File: config.mk
export PLATFORM = sky130hd
export DESIGN_NAME = storage_cmd_latency_stats_top
export DESIGN_NICKNAME = d
export VERILOG_FILES = /design/src/lcs_pkg.sv /design/src/lcs_front.sv /design/src/lcs_fifo.sv /design/src/lcs_div.sv /design/src/lcs_back.sv /design/src/storage_cmd_latency_stats_top.sv
export SDC_FILE = /design/constraint.sdc
export NUM_CORES = 2
export LEC_CHECK = 0
export ABC_AREA = 1
export BUFFER_PORTS_ARGS = -buffer_cell sky130_fd_sc_hd__buf_2
export CAP_MARGIN = 30
export CORE_ASPECT_RATIO = 2
export CORE_UTILIZATION = 45
export DETAILED_ROUTE_END_ITERATION = 10
export SLEW_MARGIN = 20
export SYNTH_ARGS = -nofsm -noshare
export SYNTH_HDL_FRONTEND = slang
export SYNTH_HIERARCHICAL = 1
export SYNTH_SLANG_ARGS = --single-unit
export TNS_END_PERCENT = 100
File: constraint.sdc
create_clock -name clock -period 19 [get_ports clock]
set_input_delay 3.8 -clock clock [delete_from_list [all_inputs] [get_ports clock]]
set_output_delay 3.8 -clock clock [all_outputs]
set_load 0.005 [all_outputs]
File: src/lcs_pkg.sv
// Shared types, codes and helpers of the storage command latency statistics unit.
package lcs_pkg;

   localparam int REQ_DATA_W = 48;
   localparam int REQ_USER_W = 2;
   localparam int RSP_DATA_W = 72;
   localparam int SUM_W = 64;
   localparam int CNT_W = 32;
   localparam int IN_LAT_W = 32;
   localparam int NUM_CLASSES = 7;

   localparam logic [1:0] REQ_COMPLETE = 2'd0;
   localparam logic [1:0] REQ_QUERY = 2'd1;
   localparam logic [1:0] REQ_CLEAR = 2'd2;

   localparam logic [2:0] CLS_ALL = 3'd0;
   localparam logic [2:0] CLS_READ = 3'd1;
   localparam logic [2:0] CLS_WRITE = 3'd2;
   localparam logic [2:0] CLS_DISCARD = 3'd3;
   localparam logic [2:0] CLS_FLUSH = 3'd4;
   localparam logic [2:0] CLS_SECURITY = 3'd5;
   localparam logic [2:0] CLS_OTHER = 3'd6;
   localparam logic [2:0] CLS_NONE = 3'd7;

   localparam logic [1:0] KIND_MIN = 2'd0;
   localparam logic [1:0] KIND_MAX = 2'd1;
   localparam logic [1:0] KIND_AVG = 2'd2;
   localparam logic [1:0] KIND_SUM = 2'd3;

   localparam logic [7:0] OPC_READ_10 = 8'h28;
   localparam logic [7:0] OPC_READ_16 = 8'h88;
   localparam logic [7:0] OPC_WRITE_10 = 8'h2A;
   localparam logic [7:0] OPC_WRITE_16 = 8'h8A;
   localparam logic [7:0] OPC_UNMAP = 8'h42;
   localparam logic [7:0] OPC_SYNC_CACHE = 8'h35;
   localparam logic [7:0] OPC_SEC_IN = 8'hA2;
   localparam logic [7:0] OPC_SEC_OUT = 8'hB5;

   typedef enum logic [1:0] {
      OP_NONE,
      OP_TALLY,
      OP_QUERY,
      OP_CLEAR
   } op_type;

   typedef enum logic [1:0] {
      ST_IDLE,
      ST_CLASS,
      ST_QUERY,
      ST_DIVIDE
   } state_type;

   typedef struct packed {
      op_type               op;
      logic [2:0]           cls;
      logic [1:0]           kind;
      logic [IN_LAT_W-1:0]  latency;
   } work_item_type;

   typedef struct packed {
      logic [2:0]       class_seen;
      logic             tallied;
      logic [SUM_W-1:0] stat_value;
   } rsp_type;

   function automatic logic [2:0] classify(input logic [7:0] opcode);
      logic [2:0] cls;
      case (opcode)
         OPC_READ_10, OPC_READ_16: cls = CLS_READ;
         OPC_WRITE_10, OPC_WRITE_16: cls = CLS_WRITE;
         OPC_UNMAP: cls = CLS_DISCARD;
         OPC_SYNC_CACHE: cls = CLS_FLUSH;
         OPC_SEC_IN, OPC_SEC_OUT: cls = CLS_SECURITY;
         default: cls = CLS_OTHER;
      endcase
      return cls;
   endfunction

endpackage

File: src/lcs_front.sv
// Front end: accepts request beats and turns them into classified commands.
module lcs_front (
   input  logic                             req_tvalid,
   output logic                             req_tready,
   // has_command, opcode[7:0], latency_us[31:0], stat_class[2:0], stat_kind[1:0], zero pad
   input  logic [lcs_pkg::REQ_DATA_W-1:0]   req_tdata,
   // req_type[1:0]
   input  logic [lcs_pkg::REQ_USER_W-1:0]   req_tuser,
   input  logic                             queue_full,
   output logic                             push,
   output lcs_pkg::work_item_type           cmd
);
   import lcs_pkg::*;

   logic             has_command;
   logic [7:0]       opcode;
   logic [2:0]       stat_class;
   logic [1:0]       stat_kind;

   assign has_command = req_tdata[0];
   assign opcode = req_tdata[8:1];
   assign stat_class = req_tdata[43:41];
   assign stat_kind = req_tdata[45:44];

   assign req_tready = !queue_full;
   assign push = req_tvalid && !queue_full;

   always_comb begin
      cmd.latency = req_tdata[40:9];
      cmd.kind = stat_kind;
      cmd.cls = CLS_ALL;
      cmd.op = OP_NONE;
      case (req_tuser)
         REQ_COMPLETE: begin
            cmd.op = has_command ? OP_TALLY : OP_NONE;
            cmd.cls = classify(opcode);
         end
         REQ_QUERY: begin
            cmd.op = OP_QUERY;
            cmd.cls = stat_class;
         end
         REQ_CLEAR: begin
            cmd.op = OP_CLEAR;
         end
         default: begin
            cmd.op = OP_NONE;
         end
      endcase
   end

endmodule

File: src/lcs_fifo.sv
// Short command queue between the front end and the back end.
module lcs_fifo #(
   parameter int DEPTH = 2
) (
   input  logic                   clock,
   input  logic                   reset,
   input  logic                   push,
   input  lcs_pkg::work_item_type push_data,
   output logic                   full,
   input  logic                   pop,
   output logic                   head_valid,
   output lcs_pkg::work_item_type head
);
   import lcs_pkg::*;

   localparam int PTR_W = (DEPTH > 1) ? $clog2(DEPTH) : 1;
   localparam int CNT_W_Q = $clog2(DEPTH + 1);

   work_item_type        mem_ff [DEPTH];
   logic [PTR_W-1:0]     wr_ptr_ff;
   logic [PTR_W-1:0]     rd_ptr_ff;
   logic [CNT_W_Q-1:0]   count_ff;
   logic [PTR_W-1:0]     wr_ptr_in;
   logic [PTR_W-1:0]     rd_ptr_in;
   logic [CNT_W_Q-1:0]   count_in;
   logic                 do_push;
   logic                 do_pop;

   assign full = (count_ff == CNT_W_Q'(DEPTH));
   assign head_valid = (count_ff != '0);
   assign head = mem_ff[rd_ptr_ff];
   assign do_push = push && !full;
   assign do_pop = pop && head_valid;

   always_comb begin
      wr_ptr_in = wr_ptr_ff;
      rd_ptr_in = rd_ptr_ff;
      count_in = count_ff;
      if (do_push) begin
         wr_ptr_in = (wr_ptr_ff == PTR_W'(DEPTH - 1)) ? '0 : wr_ptr_ff + 1'b1;
      end
      if (do_pop) begin
         rd_ptr_in = (rd_ptr_ff == PTR_W'(DEPTH - 1)) ? '0 : rd_ptr_ff + 1'b1;
      end
      if (do_push && !do_pop) begin
         count_in = count_ff + 1'b1;
      end else if (do_pop && !do_push) begin
         count_in = count_ff - 1'b1;
      end
   end

   always_ff @(posedge clock) begin
      if (reset) begin
         wr_ptr_ff <= '0;
         rd_ptr_ff <= '0;
         count_ff <= '0;
      end else begin
         wr_ptr_ff <= wr_ptr_in;
         rd_ptr_ff <= rd_ptr_in;
         count_ff <= count_in;
      end
   end

   always_ff @(posedge clock) begin
      if (do_push) begin
         mem_ff[wr_ptr_ff] <= push_data;
      end
   end

   a_count_bound: assert property (@(posedge clock) disable iff (reset)
      count_ff <= CNT_W_Q'(DEPTH))
      else $error("queue count exceeds its depth");
   a_full_blocks: assert property (@(posedge clock) disable iff (reset)
      (full && !do_pop) |=> (count_ff == CNT_W_Q'(DEPTH)))
      else $error("queue lost an entry while full");
   a_pop_advances: assert property (@(posedge clock) disable iff (reset)
      (do_pop && !do_push) |=> (count_ff == $past(count_ff) - 1'b1))
      else $error("queue count did not drop on a pop");

endmodule

File: src/lcs_div.sv
// Restoring divider for the average, one quotient bit per cycle.
module lcs_div (
   input  logic                        clock,
   input  logic                        reset,
   input  logic                        start,
   input  logic [lcs_pkg::SUM_W-1:0]   dividend,
   input  logic [lcs_pkg::CNT_W-1:0]   divisor,
   output logic                        busy,
   output logic [lcs_pkg::SUM_W-1:0]   quotient
);
   import lcs_pkg::*;

   localparam int STEP_W = $clog2(SUM_W);

   logic              busy_ff;
   logic [STEP_W-1:0] step_ff;
   logic [SUM_W-1:0]  quo_ff;
   logic [CNT_W-1:0]  rem_ff;
   logic [CNT_W-1:0]  dsr_ff;
   logic [CNT_W:0]    shifted;
   logic [CNT_W:0]    trial;
   logic [CNT_W-1:0]  rem_in;
   logic [SUM_W-1:0]  quo_in;

   assign shifted = {rem_ff, quo_ff[SUM_W-1]};
   assign trial = shifted - {1'b0, dsr_ff};

   always_comb begin
      if (!trial[CNT_W]) begin
         rem_in = trial[CNT_W-1:0];
         quo_in = {quo_ff[SUM_W-2:0], 1'b1};
      end else begin
         rem_in = shifted[CNT_W-1:0];
         quo_in = {quo_ff[SUM_W-2:0], 1'b0};
      end
   end

   always_ff @(posedge clock) begin
      if (reset) begin
         busy_ff <= 1'b0;
         step_ff <= '0;
      end else if (start) begin
         busy_ff <= 1'b1;
         step_ff <= '0;
      end else if (busy_ff) begin
         step_ff <= step_ff + 1'b1;
         if (step_ff == STEP_W'(SUM_W - 1)) begin
            busy_ff <= 1'b0;
         end
      end
   end

   always_ff @(posedge clock) begin
      if (start) begin
         quo_ff <= dividend;
         rem_ff <= '0;
         dsr_ff <= divisor;
      end else if (busy_ff) begin
         quo_ff <= quo_in;
         rem_ff <= rem_in;
      end
   end

   assign busy = busy_ff;
   assign quotient = quo_ff;

endmodule

File: src/lcs_back.sv
// Back end: statistics tables, update and query sequencer, and the result register.
module lcs_back #(
   parameter int LATENCY_BITS = 32
) (
   input  logic                             clock,
   input  logic                             reset,
   input  logic                             head_valid,
   input  lcs_pkg::work_item_type           head,
   output logic                             pop,
   output logic                             rsp_tvalid,
   input  logic                             rsp_tready,
   // stat_value[63:0], tallied, class_seen[2:0], zero pad
   output logic [lcs_pkg::RSP_DATA_W-1:0]   rsp_tdata
);
   import lcs_pkg::*;

   localparam int LAT_W = LATENCY_BITS;

   logic [CNT_W-1:0]       cnt_ff [NUM_CLASSES];
   logic [SUM_W-1:0]       sum_ff [NUM_CLASSES];
   logic [LAT_W-1:0]       min_ff [NUM_CLASSES];
   logic [LAT_W-1:0]       max_ff [NUM_CLASSES];
   logic [NUM_CLASSES-1:0] vld_ff;

   state_type        state_ff;
   state_type        state_in;
   work_item_type    cmd_ff;
   logic             cmd_load;
   logic             rsp_valid_ff;
   rsp_type          rsp_ff;
   rsp_type          res;
   logic             emit;
   logic             out_free;
   logic             upd_we;
   logic             clr;
   logic             div_start;
   logic             div_busy;
   logic [SUM_W-1:0] div_quo;

   logic [2:0]       idx;
   logic             idx_ok;
   logic [IN_LAT_W-1:0] lat_src;
   logic [63:0]      lat_full;
   logic [LAT_W-1:0] lat;
   logic [CNT_W-1:0] e_cnt;
   logic [SUM_W-1:0] e_sum;
   logic [LAT_W-1:0] e_min;
   logic [LAT_W-1:0] e_max;
   logic [CNT_W-1:0] n_cnt;
   logic [SUM_W-1:0] n_sum;
   logic [LAT_W-1:0] n_min;
   logic [LAT_W-1:0] n_max;
   logic [SUM_W-1:0] q_value;

   assign idx = (state_ff == ST_IDLE) ? CLS_ALL : cmd_ff.cls;
   assign idx_ok = (idx != CLS_NONE);
   assign lat_src = (state_ff == ST_IDLE) ? head.latency : cmd_ff.latency;
   assign lat_full = 64'(lat_src);
   assign lat = lat_full[LAT_W-1:0];

   always_comb begin
      e_cnt = '0;
      e_sum = '0;
      e_min = '0;
      e_max = '0;
      if (idx_ok) begin
         if (vld_ff[idx]) begin
            e_cnt = cnt_ff[idx];
            e_sum = sum_ff[idx];
            e_min = min_ff[idx];
            e_max = max_ff[idx];
         end
      end
   end

   assign n_cnt = (e_cnt != '1) ? e_cnt + 1'b1 : e_cnt;
   assign n_sum = e_sum + SUM_W'(lat);
   assign n_min = (e_min == '0 || e_min > lat) ? lat : e_min;
   assign n_max = (e_max < lat) ? lat : e_max;

   always_comb begin
      q_value = '0;
      if (idx_ok) begin
         case (cmd_ff.kind)
            KIND_MIN: q_value = SUM_W'(e_min);
            KIND_MAX: q_value = SUM_W'(e_max);
            KIND_AVG: q_value = '0;
            KIND_SUM: q_value = e_sum;
            default: q_value = '0;
         endcase
      end
   end

   assign out_free = !rsp_valid_ff || rsp_tready;

   always_comb begin
      state_in = state_ff;
      pop = 1'b0;
      cmd_load = 1'b0;
      upd_we = 1'b0;
      clr = 1'b0;
      emit = 1'b0;
      div_start = 1'b0;
      res = '0;
      case (state_ff)
         ST_IDLE: begin
            if (head_valid) begin
               case (head.op)
                  OP_TALLY: begin
                     pop = 1'b1;
                     cmd_load = 1'b1;
                     upd_we = 1'b1;
                     state_in = ST_CLASS;
                  end
                  OP_QUERY: begin
                     pop = 1'b1;
                     cmd_load = 1'b1;
                     state_in = ST_QUERY;
                  end
                  OP_CLEAR: begin
                     if (out_free) begin
                        pop = 1'b1;
                        clr = 1'b1;
                        emit = 1'b1;
                     end
                  end
                  default: begin
                     if (out_free) begin
                        pop = 1'b1;
                        emit = 1'b1;
                     end
                  end
               endcase
            end
         end
         ST_CLASS: begin
            if (out_free) begin
               upd_we = 1'b1;
               emit = 1'b1;
               res.tallied = 1'b1;
               res.class_seen = cmd_ff.cls;
               state_in = ST_IDLE;
            end
         end
         ST_QUERY: begin
            if (idx_ok && cmd_ff.kind == KIND_AVG && e_cnt != '0) begin
               div_start = 1'b1;
               state_in = ST_DIVIDE;
            end else if (out_free) begin
               emit = 1'b1;
               res.stat_value = q_value;
               state_in = ST_IDLE;
            end
         end
         ST_DIVIDE: begin
            if (!div_busy && out_free) begin
               emit = 1'b1;
               res.stat_value = div_quo;
               state_in = ST_IDLE;
            end
         end
         default: begin
            state_in = ST_IDLE;
         end
      endcase
   end

   always_ff @(posedge clock) begin
      if (reset) begin
         state_ff <= ST_IDLE;
         rsp_valid_ff <= 1'b0;
         vld_ff <= '0;
      end else begin
         state_ff <= state_in;
         if (emit) begin
            rsp_valid_ff <= 1'b1;
         end else if (rsp_tready) begin
            rsp_valid_ff <= 1'b0;
         end
         if (clr) begin
            vld_ff <= '0;
         end else if (upd_we) begin
            vld_ff[idx] <= 1'b1;
         end
      end
   end

   always_ff @(posedge clock) begin
      if (cmd_load) begin
         cmd_ff <= head;
      end
      if (emit) begin
         rsp_ff <= res;
      end
      if (upd_we) begin
         cnt_ff[idx] <= n_cnt;
         sum_ff[idx] <= n_sum;
         min_ff[idx] <= n_min;
         max_ff[idx] <= n_max;
      end
   end

   lcs_div u_div (
      .clock    (clock),
      .reset    (reset),
      .start    (div_start),
      .dividend (e_sum),
      .divisor  (e_cnt),
      .busy     (div_busy),
      .quotient (div_quo)
   );

   assign rsp_tvalid = rsp_valid_ff;
   assign rsp_tdata = {{(RSP_DATA_W - $bits(rsp_type)){1'b0}}, rsp_ff};

   a_tally_class: assert property (@(posedge clock) disable iff (reset)
      (emit && res.tallied) |-> (res.class_seen != CLS_ALL && res.class_seen != CLS_NONE))
      else $error("tallied result carries an invalid class");
   a_div_idle: assert property (@(posedge clock) disable iff (reset)
      div_start |-> !div_busy)
      else $error("divider started while busy");
   a_clear_done: assert property (@(posedge clock) disable iff (reset)
      clr |=> (vld_ff == '0))
      else $error("clear left an entry valid");
   a_class_is_tally: assert property (@(posedge clock) disable iff (reset)
      (state_ff == ST_CLASS) |-> (cmd_ff.op == OP_TALLY))
      else $error("class update without a tally command");

endmodule

File: src/storage_cmd_latency_stats_top.sv
// Top level of the storage command latency statistics unit.
// Request beats pass through a two-entry command queue into a sequencer that owns the tables.
// A counted completion does one read-modify-write of the all-commands entry, then one of its
// class entry on the shared update path once the result register is free. A min, max or sum
// query, or an average over an empty class, is loaded in the idle state and answered from
// the query state. Other average queries wait in the divide state for the divider, which
// produces one quotient bit per cycle. Clear, ignored completions and unused request types
// are handled in idle; the result register lets the back end go on while a result waits.
module storage_cmd_latency_stats_top #(
   parameter int LATENCY_BITS = 32
) (
   input  logic                             clock,
   input  logic                             reset,
   input  logic                             req_tvalid,
   output logic                             req_tready,
   // has_command, opcode[7:0], latency_us[31:0], stat_class[2:0], stat_kind[1:0], zero pad
   input  logic [lcs_pkg::REQ_DATA_W-1:0]   req_tdata,
   // req_type[1:0]
   input  logic [lcs_pkg::REQ_USER_W-1:0]   req_tuser,
   output logic                             rsp_tvalid,
   input  logic                             rsp_tready,
   // stat_value[63:0], tallied, class_seen[2:0], zero pad
   output logic [lcs_pkg::RSP_DATA_W-1:0]   rsp_tdata
);
   import lcs_pkg::*;

   logic          push;
   logic          queue_full;
   work_item_type push_cmd;
   logic          pop;
   logic          head_valid;
   work_item_type head;

   lcs_front u_front (
      .req_tvalid (req_tvalid),
      .req_tready (req_tready),
      .req_tdata  (req_tdata),
      .req_tuser  (req_tuser),
      .queue_full (queue_full),
      .push       (push),
      .cmd        (push_cmd)
   );

   lcs_fifo #(
      .DEPTH (2)
   ) u_fifo (
      .clock      (clock),
      .reset      (reset),
      .push       (push),
      .push_data  (push_cmd),
      .full       (queue_full),
      .pop        (pop),
      .head_valid (head_valid),
      .head       (head)
   );

   lcs_back #(
      .LATENCY_BITS (LATENCY_BITS)
   ) u_back (
      .clock      (clock),
      .reset      (reset),
      .head_valid (head_valid),
      .head       (head),
      .pop        (pop),
      .rsp_tvalid (rsp_tvalid),
      .rsp_tready (rsp_tready),
      .rsp_tdata  (rsp_tdata)
   );

endmodule
# Word level (Yosys, flattened, before mapping)
# Memories as Yosys holds them, arrays and structs flattened. A register that Yosys moved wholly into a read port is not among the register bits.
# Index checks and enable logic that the tools add are counted.
[word_totals]
ff_bits = 254
ram_bits = 1198
out_inout_bits = 74
n_memories = 5
[memory_table]
columns = ["memory", "depth", "word_bits", "rd", "rd_ports_with_merged_regs", "wr", "line_no", "text"]
rows = [
  ["u_back.sum_ff", 7, 64, 1, 0, 1, "lcs_back.sv:20", "logic [SUM_W-1:0] sum_ff [NUM_CLASSES];"],
  ["u_back.cnt_ff", 7, 32, 1, 0, 1, "lcs_back.sv:19", "logic [CNT_W-1:0] cnt_ff [NUM_CLASSES];"],
  ["u_back.max_ff", 7, 32, 1, 0, 1, "lcs_back.sv:22", "logic [LAT_W-1:0] max_ff [NUM_CLASSES];"],
  ["u_back.min_ff", 7, 32, 1, 0, 1, "lcs_back.sv:21", "logic [LAT_W-1:0] min_ff [NUM_CLASSES];"],
  ["u_fifo.mem_ff", 2, 39, 1, 1, 1, "lcs_fifo.sv:19", "work_item_type mem_ff [DEPTH];"],
]
[classes]
add_sub_neg = 8
order_cmp = 4
n_eq_ne = 26
mux = 73
bitwise_logic = 1
reduce_logical = 33
[op_table]
columns = ["op", "count"]
rows = [
  ["64-bit two-way mux", 8],
  ["32-bit two-way mux", 11],
  ["64-bit one-hot mux with 4 select lines", 1],
  ["64-bit one-hot mux with 2 select lines", 1],
  ["64-bit by 32-bit adder with 64-bit output", 1],
  ["1-bit two-way mux", 36],
  ["33-bit by 32-bit subtractor with 33-bit output", 1],
  ["32-bit by 1-bit adder with 32-bit output (second input constant)", 1],
  ["8-bit == test (second input constant)", 4],
  ["32-bit > comparator", 1],
  ["32-bit zero test", 1],
  ["32-bit < comparator", 1],
  ["32-bit inequality test (second input constant)", 1],
  ["32-bit nonzero test", 1],
  ["8-bit by 6-bit == test with 1-bit output (second input constant)", 3],
  ["2-bit == test (second input constant)", 8],
  ["3-bit one-hot mux with 5 select lines", 1],
  ["2-bit two-way mux", 6],
  ["2-bit OR reduction", 6],
  ["1-bit logical AND", 9],
  ["2-bit by 1-bit == test with 1-bit output (second input constant)", 4],
  ["8-bit by 7-bit == test with 1-bit output (second input constant)", 1],
  ["2-bit one-hot mux with 4 select lines", 1],
  ["2-bit nonzero test", 4],
  ["other kinds (24)", 33],
]

# Logic depth before layout (Yosys ltp)
[depth]
ltp_word = 11
mapped_depth = 28
depth_no_buf = 24

# Modules after synthesis
# Netlist, hierarchy kept.
[by_module_without_submodules]
columns = ["mod", "n_inst", "cells_per_inst", "area_each_um2", "seq_area_each_um2"]
rows = [
  ["lcs_back", 1, 4785, 54360.9, 36985.5],
  ["lcs_div", 1, 1169, 8252.9, 3663.5],
  ["lcs_fifo", 1, 158, 3100.5, 2442.3],
  ["lcs_front", 1, 97, 536.8, 0.0],
]

# Worst setup path after synthesis
# OpenSTA, ideal clock, no wires.
[synth_timing]
path_type = "input port to flip-flop"
from = "input rsp_tready"
to = "memory u_back.cnt_ff[6][0] (enable)"
setup_time_ns = 0.878
arrival_time_ns = 15.239
required_time_ns = 18.122
path_slack_ns = 2.883
cell_stages = 6
n_path_buf = 0
cell_sequence = "nor2_1 > nor3_1 > inv_1 > o21ai_0 > inv_1 > nor3_1"
[synth_between]
elab_chain_len = 5
[synth_lines]
columns = ["item", "line_no", "text"]
rows = [
  ["from (decl)", "storage_cmd_latency_stats_top.sv:21", "input logic rsp_tready,"],
  ["1-bit logical OR", "lcs_back.sv:94", "assign out_free = !rsp_valid_ff || rsp_tready;"],
  ["1-bit two-way mux", "lcs_back.sv:137", "if (out_free) begin"],
  ["1-bit one-hot mux with 2 select lines", "lcs_back.sv:105", "case (state_ff)"],
  ["1-bit two-way mux", "lcs_back.sv:195", "if (upd_we) begin"],
  ["1-bit two-way mux (implied by the code)", "lcs_back.sv:196", "cnt_ff[idx] <= n_cnt;"],
  ["to (decl)", "lcs_back.sv:19", ""],
]
# No other way between the ends.

# Worst setup path after layout
[layout_timing]
from = "register u_back/cmd_ff[34] in the netlist's numbering"
to = "register u_back.u_div.quo_ff[59], in the netlist u_back/u_div/quotient[59] (enable)"
[layout_between]
elab_chain_len = 10
elab_cells_between_ends = 13
[layout_lines]
columns = ["item", "line_no", "text"]
rows = [
  ["from (decl)", "lcs_back.sv:27", "work_item_type cmd_ff;"],
  ["from (signal assigned)", "lcs_back.sv:190", "cmd_ff <= head;"],
  ["3-bit two-way mux (*)", "lcs_back.sv:55", "assign idx = (state_ff == ST_IDLE) ? CLS_ALL : cmd_ff.cls;"],
  ["1-bit binary-select mux with 3-bit select", "lcs_back.sv:67", "if (vld_ff[idx]) begin"],
  ["1-bit two-way mux (implied by the code)", "lcs_back.sv:67", ""],
  ["32-bit two-way mux", "lcs_back.sv:67", ""],
  ["32-bit two-way mux (*)", "lcs_back.sv:66", "if (idx_ok) begin"],
  ["net u_back.e_cnt[1]", "lcs_back.sv:45", "logic [CNT_W-1:0] e_cnt;"],
  ["32-bit nonzero test (*)", "lcs_back.sv:146", "if (idx_ok && cmd_ff.kind == KIND_AVG && e_cnt != '0) begin"],
  ["1-bit logical AND (*)", "lcs_back.sv:146", ""],
  ["1-bit two-way mux (*)", "lcs_back.sv:146", ""],
  ["1-bit two-way mux (*)", "lcs_back.sv:105", ""],
  ["net u_back.div_start", "lcs_back.sv:36", "logic div_start;"],
  ["2-bit nonzero test (no source line) (*)", "--", ""],
  ["to (signal assigned)", "lcs_div.sv:55", "quo_ff <= dividend;"],
  ["to (signal assigned)", "lcs_div.sv:59", "quo_ff <= quo_in;"],
  ["to (decl)", "lcs_div.sv:17", "logic [SUM_W-1:0] quo_ff;"],
]
# Mark *: on every way through the listed nets, which the timed path passes. The rest lies on a longest branch. The select of a mux whose other input is x is not followed.
# A chain may end at the register's enable or synchronous reset.

==> results.md <==
* Cts hold-fix bufs at 0
* DR DRC count at 0
* Largest net degree at the start of global routing at 120
* Mean number of vias per cell at 5.73
* Slew Limit Fails at 0
* Final nets at 6,492
* Max-Slew Margin vs Limit at 25.8%
* Number of instances in the placed design at 8,070
* Non-filler cells, final at 8,308
* Root buffer cell: clkbuf_16
* Buffers on Ports at 121
* RSZ-0062 raised after global routing: no
* Worst Path Arrival at 8.87 ns
* Total clock sinks at 1,453
* CTS tree: built
* Status: complete, no violations
* Post-Syn Area at 0.0663 sq mm
* ANT nets after route at 0
* Crit Path Category: flop to flop
* Crit Path Max Fanout at 55
* Die height at 545 um
* Global placement routability congestion at 1.02
* Area growth, synth to finish at 10.3%
* Core area at 0.146 sq mm
* Number of I/O pins at 128
* Final period utilization at 44.6%
* VDD IR-drop max at 164 uV
* Die ar. at 0.149 sq mm
* Synthesis-stage register bit count at 1,453
* Setup crit start: u_back/cmd_ff[34]
* Worst setup EP type: flop
* R2R Path End: u_back/u_div/quotient[59]
* Post-CTS Resized at 0
* Final min period at 8.47 ns
* Ranking of synthesized cells by area: edfxtp_1 (63%), nand2_1 (8.1%), nor2_1 (4.1%)
* Clk slew on worst S/H paths at 0.07 ns
* Setup crit start kind: flop
* Pleak at 28.4 nW
* Buffers inserted by post-CTS timing repair at 0
* Asr flop ratio synth at 0%
* Post-Route Setup TNS at 0 ns
* HP Class: flop to flop
* PD cells at 173 mW/mm^2
* Slew of the pin with the lowest slew margin at 1.10 ns
* Vias in the first global route at 46,761
* Total global-route track usage at 28.0%
* Peak Freq at 118 MHz
* Total CTS buffers at 139
* Clock Latency Late Sink at 0.80 ns
* Hpwl dp at 138,000 um
* CTS Buffer Depth at 4
* Final Setup Violations at 0
* RR Startpoint: u_back/cmd_ff[34]
* FF-to-FF path depth at 21
* Share of layout cells above drive strength 1 at 9.68%
* Cells after Synth at 6,209
* Drt pass-1 iters at 7
* DRT iter0 DRCs at 4,120
* R2R setup slack at 10.53 ns
* Worst EP required at 19.39 ns
* Setup Skew at 0.0641 ns
* Library cells used by synthesis at 62
* H-Tree Depth at 4
* Most used DFF post-synth: edfxtp_1
* Initial antenna violation count at 6
* Die Wd at 273 um
* Leading area contributor after synthesis: edfxtp_1
* Ys Warns at 6
* Starting density of the core at 45.5%
* Remaining global-route overflow at 0
* First-pass GRT wire length at 304,000 um
* Final Hold Viols at 0
* Routed len/inst at 25.3 um
* Worst setup endpoint: u_back/u_div/quotient[59]
* Seq/Total Area, Yosys at 65.0%
* Max Cap Violations at 0
* Mean Syn Cell Area at 10.7 sq um
* Routed wire length at 210,000 um
* Post-synth EDFFs at 1,399
* Via count at 47,614
* Row Count at 198
* Post-synth top area share at 63.4%
where the power goes:
| part | switching, mW | internal (mW) | total, mW |
|---|---|---|---|
| Clock | 1.19 | 1.48 | 2.68 |
| Sequential | 0.123 | 4.90 | 5.02 |
| Combinational | 3.83 | 1.14 | 4.97 |
cell usage in the layout, fill, tap and decap left out, types with 97 or more instances in the layout:
cell type / instances
nand2_1: 1424
edfxtp_1: 1399
a21oi_1: 158
o22ai_1: 390
o21ai_0: 115
nor2_1: 718
clkbuf_16: 142
ha_1: 123
buf_2: 125
buf_4: 97
inv_1: 590
nand3_1: 379
routing by layer:
metal  share of wire (%)  global-route usage, %
met1                  35                   30.6
met2                  51                   50.0
met3                 5.9                   3.50
met4                 7.9                   19.6
met5               0.025                      0
flip-flops by register name (all words and copies together) (netlist names), 32 cells and up, named ones only:
name and flops:
u_back/sum_ff 448, u_back/cnt_ff 224, u_back/max_ff 224, u_back/min_ff 224, u_fifo/mem_ff 78, u_back/rsp_tdata 68
u_back/u_div/quotient 64, u_back/cmd_ff 37, u_back/u_div/dsr_ff 32, u_back/u_div/rem_ff 32
worst min path at each step:
stage,startpoint,cells after the start,slack [ns],end
floorplan,u_back/vld_ff[0],2,0.44,u_back/vld_ff[0]
global placement,u_back/vld_ff[1],2,0.45,u_back/vld_ff[1]
detailed placement,u_back/vld_ff[5],2,0.46,u_back/vld_ff[5]
CTS,u_back/u_div/rem_ff[13],2,0.48,u_back/u_div/rem_ff[13]
global route,u_back/u_div/rem_ff[23],2,0.49,u_back/u_div/rem_ff[23]
finish,u_back/vld_ff[0],2,0.48,u_back/vld_ff[0]
cell type report:
class | count | area, sq um
multi-input cells | 3868 | 19500
fillers | 12983 | 72600
flip-flops and latches | 1453 | 43100
inverters | 619 | 2330
well taps | 1900 | 2380
clock inverters | 63 | 564
diodes | 1 | 2.50
clock buffers | 171 | 3660
repair buffers | 233 | 1580
synthesized netlist by cell type (4+ instances only):
library cell,n
or4_1,8
or2_2,53
buf_2,97
xor2_1,27
o21ai_1,13
dfxtp_1,54
xnor2_1,20
nand2_4,5
nor2_2,12
inv_1,592
nand3_2,10
ha_1,123
o221ai_1,9
o21a_1,9
or2_1,8
nor4_1,41
o211ai_1,9
buf_6,20
nor2_1,730
buf_1,15
nor3_1,71
o2111ai_1,4
o21bai_1,17
nand2_1,1426
inv_2,25
and3_1,5
edfxtp_1,1399
nand3_1,381
a211oi_1,6
and2_1,7
clkbuf_1,78
nand2_2,19
o21ai_0,116
a21oi_1,158
a221oi_1,9
mux2_4,10
nand4_1,90
buf_4,59
o22ai_1,390
mux2_2,29
nand3b_1,23
metrics by stage:
step	power, mW	cell area [sq um]	hold slack, ns	util, %	setup slack [ns]
floorplan	7.98	66300	0.441	-	2.88
global placement	9.86	68700	0.453	47.2	10.72
detailed placement	9.97	68900	0.461	47.3	10.73
CTS	12.6	73100	0.478	50.2	10.68
global route	13.2	73100	0.493	50.2	10.32
finish	12.7	73100	0.477	50.2	10.53
cells by family (layout without fill, tap and decap cells):
family                   count (synthesis)  in the layout  share of synthesized area, %
AND/OR/NAND/NOR                       2901           2901                          18.6
flip-flops                            1453           1453                          65.0
buffers and inverters                  891           1086                          5.84
AO/OA/AOI/OAI                          753            753                          6.78
adder cells (fa/ha/maj)                124            124                          2.35
XOR/XNOR                                47             47                         0.621
multiplexers                            39             39                         0.720
other                                    1              5                       0.00566
worst max-delay path: stages (launching register included):
cell	delay, ns
edfxtp_1	0.33
buf_4	0.50
clkinv_2	0.61
nand3_4	0.83
buf_4	0.55
buf_4	0.75
buf_4	0.65
o22ai_1	0.15
nor2_1	0.12
o2111ai_1	0.12
nor2_1	0.31
inv_1	0.14
ha_1	0.20
and3_1	0.18
nand2_1	0.09
nor2_1	0.09
nand2_1	0.24
nand3_1	0.21
inv_4	0.61
nor2_2	0.09
clkinv_2	0.22
buf_4	0.76
No activity file was read; power rests on OpenSTA's default activity.
